===== config.mk =====
export PLATFORM = sky130hd
export DESIGN_NAME = fixed_length_frame_deframer
export DESIGN_NICKNAME = d
export VERILOG_FILES = /design/src/hdl/fld_pkg.sv /design/src/hdl/fld_in_reg.sv /design/src/hdl/fld_capture.sv /design/src/hdl/fld_out_reg.sv /design/src/hdl/fixed_length_frame_deframer.sv
export SDC_FILE = /design/constraint.sdc
export NUM_CORES = 1
export LEC_CHECK = 0
export ABC_AREA = 1
export BUFFER_PORTS_ARGS = -buffer_cell sky130_fd_sc_hd__buf_2
export CAP_MARGIN = 40
export CORE_MARGIN = 10
export CORE_UTILIZATION = 40
export CTS_CLUSTER_SIZE = 20
export DETAILED_ROUTE_END_ITERATION = 6
export PLACE_DENSITY = 0.61
export SLEW_MARGIN = 20
export SYNTH_ARGS = -nofsm -noshare
export SYNTH_HDL_FRONTEND = slang
export SYNTH_SLANG_ARGS = --single-unit
export TNS_END_PERCENT = 1

===== constraint.sdc =====
create_clock -name aclk -period 5.2 [get_ports aclk]
set_clock_uncertainty 0.1 [all_clocks]
set_input_delay 0.78 -clock aclk [delete_from_list [all_inputs] [get_ports aclk]]
set_output_delay 0.78 -clock aclk [all_outputs]
set_load 0.01 [all_outputs]

===== src/hdl/fld_pkg.sv =====
// Shared types and constants for the fixed-length frame deframer.
package fld_pkg;

    // Configuration register indexes
    localparam logic [1:0] REG_HEADER_BYTE  = 2'd0;
    localparam logic [1:0] REG_FOOTER_BYTE  = 2'd1;
    localparam logic [1:0] REG_FRAME_LENGTH = 2'd2;

    // Reset values of the configuration registers
    localparam logic [7:0] HEADER_RESET = 8'h78;
    localparam logic [7:0] FOOTER_RESET = 8'h76;
    localparam logic [6:0] LENGTH_RESET = 7'd14;

    // Shortest frame; shorter settings act as this length
    localparam logic [6:0] MIN_FRAME_LEN = 7'd14;

    // Frame offsets of the captured fields
    localparam logic [6:0] OFF_PITCH_FIRST = 7'd1;
    localparam logic [6:0] OFF_PITCH_LAST  = 7'd4;
    localparam logic [6:0] OFF_YAW_FIRST   = 7'd5;
    localparam logic [6:0] OFF_YAW_LAST    = 7'd8;
    localparam logic [6:0] OFF_SPEED_FIRST = 7'd9;
    localparam logic [6:0] OFF_SPEED_LAST  = 7'd10;
    localparam logic [6:0] OFF_COLOR       = 7'd11;
    localparam logic [6:0] OFF_BUFF        = 7'd12;

    // Frame status codes
    localparam logic STATUS_GOOD       = 1'b0;
    localparam logic STATUS_FOOTER_ERR = 1'b1;

    typedef struct packed {
        logic [7:0] header_byte;
        logic [7:0] footer_byte;
        logic [6:0] frame_length;
    } cfg_t;

    typedef struct packed {
        logic        frame_status;
        logic [31:0] pitch_bits;
        logic [31:0] yaw_bits;
        logic [15:0] projectile_speed;
        logic [7:0]  color_code;
        logic [7:0]  buff_code;
    } result_t;

endpackage


===== src/hdl/fld_in_reg.sv =====
// Input register stage holding one received byte.
module fld_in_reg
    import fld_pkg::*;
(
    input  logic       aclk,
    input  logic       aresetn,
    input  logic       s_valid,
    output logic       s_ready,
    input  logic [7:0] s_rx_byte,
    output logic       byte_valid_o,
    output logic [7:0] byte_o,
    input  logic       byte_take_i
);

    logic       valid_reg, valid_next;
    logic [7:0] byte_reg;

    assign s_ready      = !valid_reg || byte_take_i;
    assign byte_valid_o = valid_reg;
    assign byte_o       = byte_reg;

    always_comb begin
        valid_next = valid_reg;
        if (s_valid && s_ready) begin
            valid_next = 1'b1;
        end else if (byte_take_i) begin
            valid_next = 1'b0;
        end
    end

    always_ff @(posedge aclk) begin
        if (!aresetn) begin
            valid_reg <= 1'b0;
        end else begin
            valid_reg <= valid_next;
        end
    end

    always_ff @(posedge aclk) begin
        if (s_valid && s_ready) begin
            byte_reg <= s_rx_byte;
        end
    end

endmodule


===== src/hdl/fld_capture.sv =====
// Frame byte counter and field capture registers.
module fld_capture
    import fld_pkg::*;
(
    input  logic       aclk,
    input  logic       aresetn,
    input  cfg_t       cfg_i,
    input  logic       step_i,
    input  logic [7:0] byte_i,
    output logic       res_fire_o,
    output result_t    res_o
);

    logic [6:0]  byte_count_reg, byte_count_next;
    logic [31:0] pitch_reg;
    logic [31:0] yaw_reg;
    logic [15:0] speed_reg;
    logic [7:0]  color_reg;
    logic [7:0]  buff_reg;
    logic [6:0]  last_off;
    logic        hunting;
    logic        frame_end;

    assign last_off  = (cfg_i.frame_length < MIN_FRAME_LEN) ? (MIN_FRAME_LEN - 7'd1)
                                                            : (cfg_i.frame_length - 7'd1);
    assign hunting   = (byte_count_reg == 7'd0);
    assign frame_end = !hunting && (byte_count_reg >= last_off);
    assign res_fire_o = step_i && frame_end;

    always_comb begin
        byte_count_next = byte_count_reg;
        if (step_i) begin
            if (hunting) begin
                if (byte_i == cfg_i.header_byte) begin
                    byte_count_next = 7'd1;
                end
            end else if (frame_end) begin
                byte_count_next = 7'd0;
            end else begin
                byte_count_next = byte_count_reg + 7'd1;
            end
        end
    end

    // Last byte offset is at least 13, so captures are complete on it.
    always_comb begin
        res_o = '0;
        if (byte_i == cfg_i.footer_byte) begin
            res_o.frame_status     = STATUS_GOOD;
            res_o.pitch_bits       = pitch_reg;
            res_o.yaw_bits         = yaw_reg;
            res_o.projectile_speed = speed_reg;
            res_o.color_code       = color_reg;
            res_o.buff_code        = buff_reg;
        end else begin
            res_o.frame_status = STATUS_FOOTER_ERR;
        end
    end

    always_ff @(posedge aclk) begin
        if (!aresetn) begin
            byte_count_reg <= 7'd0;
        end else begin
            byte_count_reg <= byte_count_next;
        end
    end

    // Little-endian shift-in of multi-byte fields
    always_ff @(posedge aclk) begin
        if (step_i && !hunting) begin
            if (byte_count_reg >= OFF_PITCH_FIRST && byte_count_reg <= OFF_PITCH_LAST) begin
                pitch_reg <= {byte_i, pitch_reg[31:8]};
            end
            if (byte_count_reg >= OFF_YAW_FIRST && byte_count_reg <= OFF_YAW_LAST) begin
                yaw_reg <= {byte_i, yaw_reg[31:8]};
            end
            if (byte_count_reg >= OFF_SPEED_FIRST && byte_count_reg <= OFF_SPEED_LAST) begin
                speed_reg <= {byte_i, speed_reg[15:8]};
            end
            if (byte_count_reg == OFF_COLOR) begin
                color_reg <= byte_i;
            end
            if (byte_count_reg == OFF_BUFF) begin
                buff_reg <= byte_i;
            end
        end
    end

    a_end_returns_to_hunt: assert property (@(posedge aclk) disable iff (!aresetn)
        res_fire_o |=> (byte_count_reg == 7'd0))
        else $error("frame end did not return to hunting");

    a_count_bounded: assert property (@(posedge aclk) disable iff (!aresetn)
        byte_count_reg != 7'h7F)
        else $error("byte count ran past longest frame");

    a_hunt_drops_non_header: assert property (@(posedge aclk) disable iff (!aresetn)
        (step_i && hunting && (byte_i != cfg_i.header_byte)) |=> (byte_count_reg == 7'd0))
        else $error("non-header byte started a frame");

    a_no_result_while_hunting: assert property (@(posedge aclk) disable iff (!aresetn)
        res_fire_o |-> (byte_count_reg >= (MIN_FRAME_LEN - 7'd1)))
        else $error("result before minimum frame length");

endmodule


===== src/hdl/fld_out_reg.sv =====
// Result register with valid/ready handshake.
module fld_out_reg
    import fld_pkg::*;
(
    input  logic               aclk,
    input  logic               aresetn,
    input  logic               load_i,
    input  result_t            res_i,
    output logic               ready_o,
    output logic               m_valid,
    input  logic               m_ready,
    output logic               m_frame_status,
    output logic [31:0]        m_pitch_bits,
    output logic [31:0]        m_yaw_bits,
    output logic signed [15:0] m_projectile_speed,
    output logic [7:0]         m_color_code,
    output logic [7:0]         m_buff_code
);

    logic    valid_reg, valid_next;
    result_t res_reg;

    assign ready_o = !valid_reg || m_ready;
    assign m_valid = valid_reg;

    assign m_frame_status     = res_reg.frame_status;
    assign m_pitch_bits       = res_reg.pitch_bits;
    assign m_yaw_bits         = res_reg.yaw_bits;
    assign m_projectile_speed = $signed(res_reg.projectile_speed);
    assign m_color_code       = res_reg.color_code;
    assign m_buff_code        = res_reg.buff_code;

    always_comb begin
        valid_next = valid_reg;
        if (load_i) begin
            valid_next = 1'b1;
        end else if (m_ready) begin
            valid_next = 1'b0;
        end
    end

    always_ff @(posedge aclk) begin
        if (!aresetn) begin
            valid_reg <= 1'b0;
        end else begin
            valid_reg <= valid_next;
        end
    end

    always_ff @(posedge aclk) begin
        if (load_i) begin
            res_reg <= res_i;
        end
    end

    a_load_only_when_free: assert property (@(posedge aclk) disable iff (!aresetn)
        load_i |-> ready_o)
        else $error("result loaded over a pending transfer");

    a_error_fields_zero: assert property (@(posedge aclk) disable iff (!aresetn)
        (m_valid && (m_frame_status == STATUS_FOOTER_ERR)) |->
        (m_pitch_bits == 32'd0 && m_yaw_bits == 32'd0 && m_projectile_speed == 16'sd0
         && m_color_code == 8'd0 && m_buff_code == 8'd0))
        else $error("footer error carried field data");

endmodule


===== src/hdl/fixed_length_frame_deframer.sv =====
// Top level of the fixed-length frame deframer.
//
// Usage:
//  - s_ channel: one received serial byte per transfer (s_rx_byte).
//  - m_ channel: one result per completed frame: status, pitch and yaw raw
//    float bits, signed speed, color and buff bytes.
//  - cfg_ port: write-only; cfg_we with cfg_index (0 header, 1 footer,
//    2 frame length) and cfg_wdata. Write only while no bytes are in flight.
//  - While hunting, bytes other than the header are dropped. After the
//    header, bytes are counted to the frame length; the last byte is
//    checked against the footer. A mismatch gives status 1 with zero fields.
//  - Result path: a frame's last byte passes the input register, then the
//    result register, before its result is on m_.
//  - Throughput: one byte per cycle unless a result is held with m_ready low,
//    set by the single capture stage between input and result registers.
//  - Reset: synchronous aresetn clears both valid flags, puts the counter
//    into hunting and loads the default header, footer and length.
//  - Stall: when m_ready is low the result holds; the input register still
//    takes one more byte, then s_ready drops until the result moves.
module fixed_length_frame_deframer
    import fld_pkg::*;
(
    input  logic               aclk,
    input  logic               aresetn,
    // byte input
    input  logic               s_valid,
    output logic               s_ready,
    input  logic [7:0]         s_rx_byte,
    // result output
    output logic               m_valid,
    input  logic               m_ready,
    output logic               m_frame_status,
    output logic [31:0]        m_pitch_bits,
    output logic [31:0]        m_yaw_bits,
    output logic signed [15:0] m_projectile_speed,
    output logic [7:0]         m_color_code,
    output logic [7:0]         m_buff_code,
    // configuration write port
    input  logic               cfg_we,
    input  logic [1:0]         cfg_index,
    input  logic [7:0]         cfg_wdata
);

    cfg_t       cfg_reg, cfg_next;
    logic       byte_valid;
    logic [7:0] byte_data;
    logic       out_ready;
    logic       step;
    logic       res_fire;
    result_t    res;

    // Configuration registers; writes beyond the list are dropped.
    always_comb begin
        cfg_next = cfg_reg;
        if (cfg_we) begin
            unique case (cfg_index)
                REG_HEADER_BYTE:  cfg_next.header_byte  = cfg_wdata;
                REG_FOOTER_BYTE:  cfg_next.footer_byte  = cfg_wdata;
                REG_FRAME_LENGTH: cfg_next.frame_length = cfg_wdata[6:0];
                default:          cfg_next = cfg_reg;
            endcase
        end
    end

    always_ff @(posedge aclk) begin
        if (!aresetn) begin
            cfg_reg.header_byte  <= HEADER_RESET;
            cfg_reg.footer_byte  <= FOOTER_RESET;
            cfg_reg.frame_length <= LENGTH_RESET;
        end else begin
            cfg_reg <= cfg_next;
        end
    end

    // A buffered byte moves through the capture stage when the result
    // register can take whatever it may produce.
    assign step = byte_valid && out_ready;

    fld_in_reg u_in_reg (
        .aclk         (aclk),
        .aresetn      (aresetn),
        .s_valid      (s_valid),
        .s_ready      (s_ready),
        .s_rx_byte    (s_rx_byte),
        .byte_valid_o (byte_valid),
        .byte_o       (byte_data),
        .byte_take_i  (step)
    );

    fld_capture u_capture (
        .aclk       (aclk),
        .aresetn    (aresetn),
        .cfg_i      (cfg_reg),
        .step_i     (step),
        .byte_i     (byte_data),
        .res_fire_o (res_fire),
        .res_o      (res)
    );

    fld_out_reg u_out_reg (
        .aclk               (aclk),
        .aresetn            (aresetn),
        .load_i             (res_fire),
        .res_i              (res),
        .ready_o            (out_ready),
        .m_valid            (m_valid),
        .m_ready            (m_ready),
        .m_frame_status     (m_frame_status),
        .m_pitch_bits       (m_pitch_bits),
        .m_yaw_bits         (m_yaw_bits),
        .m_projectile_speed (m_projectile_speed),
        .m_color_code       (m_color_code),
        .m_buff_code        (m_buff_code)
    );

endmodule


# Yosys cells after proc, flatten, opt, wreduce, memory -nomap -nowiden
# Index checks and enable logic that the tools add are counted.
# totals
reg_bits	233
latch_bits	0
ram_bits	0
rom_bits	0
in_bits	23
out_inout_bits	99
word_cells	70
n_memories	0
# op_classes
n_addsub	2
multipliers	0
n_div	0
magnitude_cmp	8
eq_ne	7
shifts	0
mux	9
n_bitwise	0
reduce_logical	26
# ops
cell	count
$mux 7	4
$reduce_and 2->1	9
$eq 8x8->1	2
$eq 7x4->1 const B	2
$le 7x4->1 const B	2
$logic_and 1x1->1	8
$add 7x1->7 const B	1
$ge 7x1->1 const B	1
$ge 7x3->1 const B	1
$ge 7x4->1 const B	1
$ge 7x7->1	1
$le 7x3->1 const B	1
$logic_not 7->1	1
$lt 7x4->1 const B	1
$sub 7x1->7 const B	1
$mux 1	5
$reduce_bool 2->1	2
$logic_not 1->1	3
$eq 2x1->1 const B	1
$eq 2x2->1 const B	1
$logic_not 2->1	1
$logic_or 1x1->1	2
$ne 2x2->1 const B	1

# Logic depth before layout (Yosys ltp)
# logic_depth
depth_word	6
depth_mapped	14
depth_no_buf	14

# Modules after synthesis
# From an unflattened synthesis, not the netlist that was laid out.
# unflattened
cells_unflattened	744
area_unflattened_um2	8969.9
# by_module_without_submodules
module	n_inst	cells_each	area_per_inst_um2	seq_area_each_um2
fld_capture	1	496	4762.1	3022.9
fld_out_reg	1	103	2959.1	2932.8
fixed_length_frame_deframer	1	130	957.2	460.4
fld_in_reg	1	15	291.5	260.2

# Worst setup path after synthesis
# OpenSTA, ideal clock, no wires.
# synth_timing
kind	input port to flip-flop
from	in m_ready
to	reg u_capture.yaw_reg[0] (enable)
setup_ns	0.470
arrival_time_ns	3.880
required_ns	4.630
setup_slack_ns	0.750
cell_stages	6
n_path_buf	0
cell_sequence	inv_1 nand2_1 nand2_1 a21oi_2 nand2_1 a211oi_1
# synth_via
elab_chain_len	4
# synth_lines
element	line_no	source
from (decl)	fixed_length_frame_deframer.sv:31	input logic m_ready,
$logic_or 1x1->1	fld_out_reg.sv:23	assign ready_o = !valid_reg || m_ready;
$logic_and 1x1->1	fixed_length_frame_deframer.sv:77	assign step = byte_valid && out_ready;
$logic_and 1x1->1	fld_capture.sv:70	if (step_i && !hunting) begin
$reduce_and 2->1 (no line)	--	
to (signal assigned)	fld_capture.sv:75	yaw_reg <= {byte_i, yaw_reg[31:8]};
to (decl)	fld_capture.sv:16	logic [31:0] yaw_reg;
# Every way passes these cells.
# A chain may end at the register's enable or synchronous reset.

# Worst setup path in the final report
# layout_timing
from	reg cfg_reg[4] (netlist bit)
to	reg u_out_reg.res_reg, in the netlist u_out_reg.m_projectile_speed[11] (enable)
# layout_via
elab_chain_len	5
# layout_lines
element	line_no	source
from (decl)	fixed_length_frame_deframer.sv:44	cfg_t cfg_reg, cfg_next;
from (signal assigned)	fixed_length_frame_deframer.sv:71	cfg_reg <= cfg_next;
$sub 7x1->7 / $lt 7x4->1 (equally long branches)	fld_capture.sv:25, fld_capture.sv:24	
$mux 7 (*)	fld_capture.sv:24	assign last_off = (cfg_i.frame_length < MIN_FRAME_LEN) ? (MIN_FRAME_LEN - 7'd1)
$ge 7x7->1 (*)	fld_capture.sv:27	assign frame_end = !hunting && (byte_count_reg >= last_off);
$logic_and 1x1->1 (*)	fld_capture.sv:27	
$logic_and 1x1->1 (*)	fld_capture.sv:28	assign res_fire_o = step_i && frame_end;
net res_fire	fixed_length_frame_deframer.sv:49	logic res_fire;
to (signal assigned)	fld_out_reg.sv:52	res_reg <= res_i;
to (decl)	fld_out_reg.sv:21	result_t res_reg;
# The timed path passes the listed nets; every way through them passes the cells marked *.

==> out/metrics.csv <==
metric;value;unit
status;finished clean;
drt_iter0_markers;315;
worst_pin_slew;0.747;ns
clk_path_buf_depth;3;
yosysSeqAreaShare;76.3;%
data_arrival_time_of_the_critical_path;3.70;ns
number_of_rows_in_the_core_area;54;
grt_pass1_vias;4948;
yosys_warnings;0;
cts_resized;0;
post-route-util;48.7;%
clk_root_buffer_cell;clkbuf_16;
post_route_fraction_of_the_period_consumed_by_the_critical_path;69.7;%
cap_viol_max_count;0;
boundaryPins;122;
worstSetupEndpointType;flop;
route.detailed.wl_per_inst;14.7;um
postRouteAntennaNets;0;
r2r-end;u_out_reg.m_projectile_speed[11];
synthesis.instances;691;
die_x;168;um
worstSetupStartpointType;flop;
number_of_library_cell_types_mapped_by_synthesis;26;
timing.final.crit_period;3.63;ns
setup_violations;0;
layout-drive-gt1-share;20.7;%
cts.reportedPaths.clkPinSlew;0.06;ns
static-leakage-power;4.72;nW
grt_usage;11.4;%
post-route-drc-count;0;
cts_htree_levels;1;
clkLatencyLatePin;0.50;ns
crit_path_end;u_out_reg.m_projectile_speed[11];
synth_to_layout_area_growth;20.6;%
fmaxAchievable;0.276;GHz
post_synth_instance_area;8750;um^2
syn_avg_cell_area;12.7;um^2
numCtsBuffers;25;
critPathKind;reg2reg;
r2r_setup_slack;1.57;ns
total_detailed_routing_wirelength;16700;um
grt_antenna_before_repair;1;
finalHoldViolCount;0;
net_count_after_synthesis;726;
worst_r2r_path_depth;13;
synth_seq_cells;233;
grt_first_pass_wirelength;26300;um
floorplan_core_area;21700;um^2
dp_hpwl;11300;um
setup-tns-final;0;ns
cts_tree;done;
floorplan.initialDensity;40.3;%
timing.slew.headroom;50.2;%
drtPass1Iterations;5;
gpl.final_weighted_congestion;0.810;
worst-endpoint-required;5.27;ns
cts_hold_buffers;0;
vdd.ir_drop.worst;186;uV
rr_startpoint;cfg_reg[4];
final_max_slew_viol_count;0;
drt-vias-per-instance;4.50;
grt_start_max_net_pins;62;
cp_max_fo;60;
post_cts_setup_repair_buffer_count;0;
io_buffer_count;121;
rsz0062_at_grt;no;
die_y;168;um
detailed_route_via_count;5085;
worst_setup_path_startpoint;cfg_reg[4];
cellPowerDensity;359;nW/um^2
layout.filler_cells;1929;
grt_overflow_total;0;
final_nets;867;
hold_path.class;reg2reg;
clock_sink_count;233;
hold_path_startpoint;u_capture.yaw_reg[30];
die-area;28200;um^2
[critical path, cell delays in order, from the launching register on]
cell	delay, ns
dfxtp_1	0.34
nor2_1	0.11
nand2_1	0.06
a31oi_1	0.30
inv_1	0.12
o21ai_0	0.09
a21oi_1	0.06
ha_1	0.29
nand2_1	0.06
or2_2	0.26
a21oi_1	0.16
o21ai_0	0.24
inv_4	0.64
buf_4	0.41
[cell families (layout without fill, tap and decap cells)]
logic type | Yosys count | in the layout | synth area share [%]
DFF | 233 | 233 | 76.3
and+or+nand+nor | 230 | 230 | 10.7
buffers and inverters | 151 | 310 | 6.78
AOI/OAI and AO/OA | 54 | 54 | 3.43
adders and majority gates | 12 | 12 | 1.72
xor gates and xnor gates | 11 | 11 | 1.10
other | 0 | 1 | 0
[how the worst min path moves through the flow]
stage          slack (ns)  cells past startpoint                      end
6_report             0.35                      0    u_capture.yaw_reg[22]
5_1_grt              0.34                      1       u_in_reg.byte_o[6]
4_1_cts              0.34                      1       u_in_reg.byte_o[3]
3_5_place_dp         0.33                      0  u_capture.pitch_reg[18]
3_3_place_gp         0.33                      0  u_capture.pitch_reg[10]
2_1_floorplan        0.33                      0   u_capture.pitch_reg[0]
[synthesized netlist by cell type]
library cell / instances / area, um^2
edfxtp_1: 201 / 6040
xnor2_1: 2 / 17.5
nor2_1: 126 / 473
or2_2: 2 / 12.5
a21oi_1: 21 / 105
ha_1: 12 / 150
xor2_1: 9 / 78.8
nand4_1: 2 / 12.5
clkbuf_1: 9 / 33.8
o31ai_1: 1 / 7.51
a211oi_1: 1 / 7.51
a21oi_2: 1 / 8.76
nor3_2: 1 / 10.0
buf_2: 3 / 15.0
a32oi_1: 1 / 8.76
inv_1: 136 / 510
a31oi_1: 2 / 12.5
o21ai_0: 21 / 105
nand3_1: 24 / 120
dfxtp_1: 32 / 641
nand3b_1: 2 / 15.0
buf_6: 3 / 33.8
o211ai_1: 6 / 45.0
nand2_1: 64 / 240
nor4_1: 3 / 18.8
nor3_1: 6 / 30.0
[layer usage]
layer	track usage (%)	routed length, um
met1	15.0	7460
met2	18.2	7770
met3	3.28	1260
met4	2.57	193
met5	0	0
[stage by stage]
stage	worst slack, ns	total power [mW]	instance area (um^2)	hold WS [ns]	cells
finish	1.57	3.79	10600	0.346	1131
global route	1.31	3.92	10600	0.337	1130
CTS	1.55	3.84	10600	0.336	1130
detailed placement	1.58	2.16	9770	0.334	1085
global placement	1.67	2.16	9710	0.329	1082
floorplan	0.750	2.12	8750	0.326	691
[report_power, final]
| part | leakage, nW | switching [mW] | total [mW] | internal, mW |
|---|---|---|---|---|
| combinational | 2.04 | 0.0418 | 0.0690 | 0.0272 |
| sequential | 2.31 | 0.0256 | 2.05 | 2.03 |
| clock | 0.376 | 0.693 | 1.67 | 0.979 |
[cell usage in the layout (no fill, tap or decap), drive strengths merged]
cell	n
a211oi	1
a21oi	22
a31oi	2
a32oi	1
buf	129
bufinv	2
clkbuf	26
clkinv	12
clkinvlp	3
dfxtp	32
diode	1
edfxtp	201
ha	12
inv	138
nand2	64
nand3	24
nand3b	2
nand4	2
nor2	126
nor3	7
nor4	3
o211ai	6
o21ai	21
o31ai	1
or2	2
xnor2	2
xor2	9
[layout make-up]
cell class / count / area, um^2 / area share (%)
well taps: 280 / 350 / 3.32
repair buffers: 129 / 703 / 6.66
clock buffers: 26 / 629 / 5.96
clock inverters: 19 / 155 / 1.47
flip-flops and latches: 233 / 6680 / 63.3
inverters: 136 / 513 / 4.86
diodes: 1 / 2.50 / 0.0237
multi-input cells: 307 / 1520 / 14.4
Note: power is estimated with default switching activity, not from simulation.
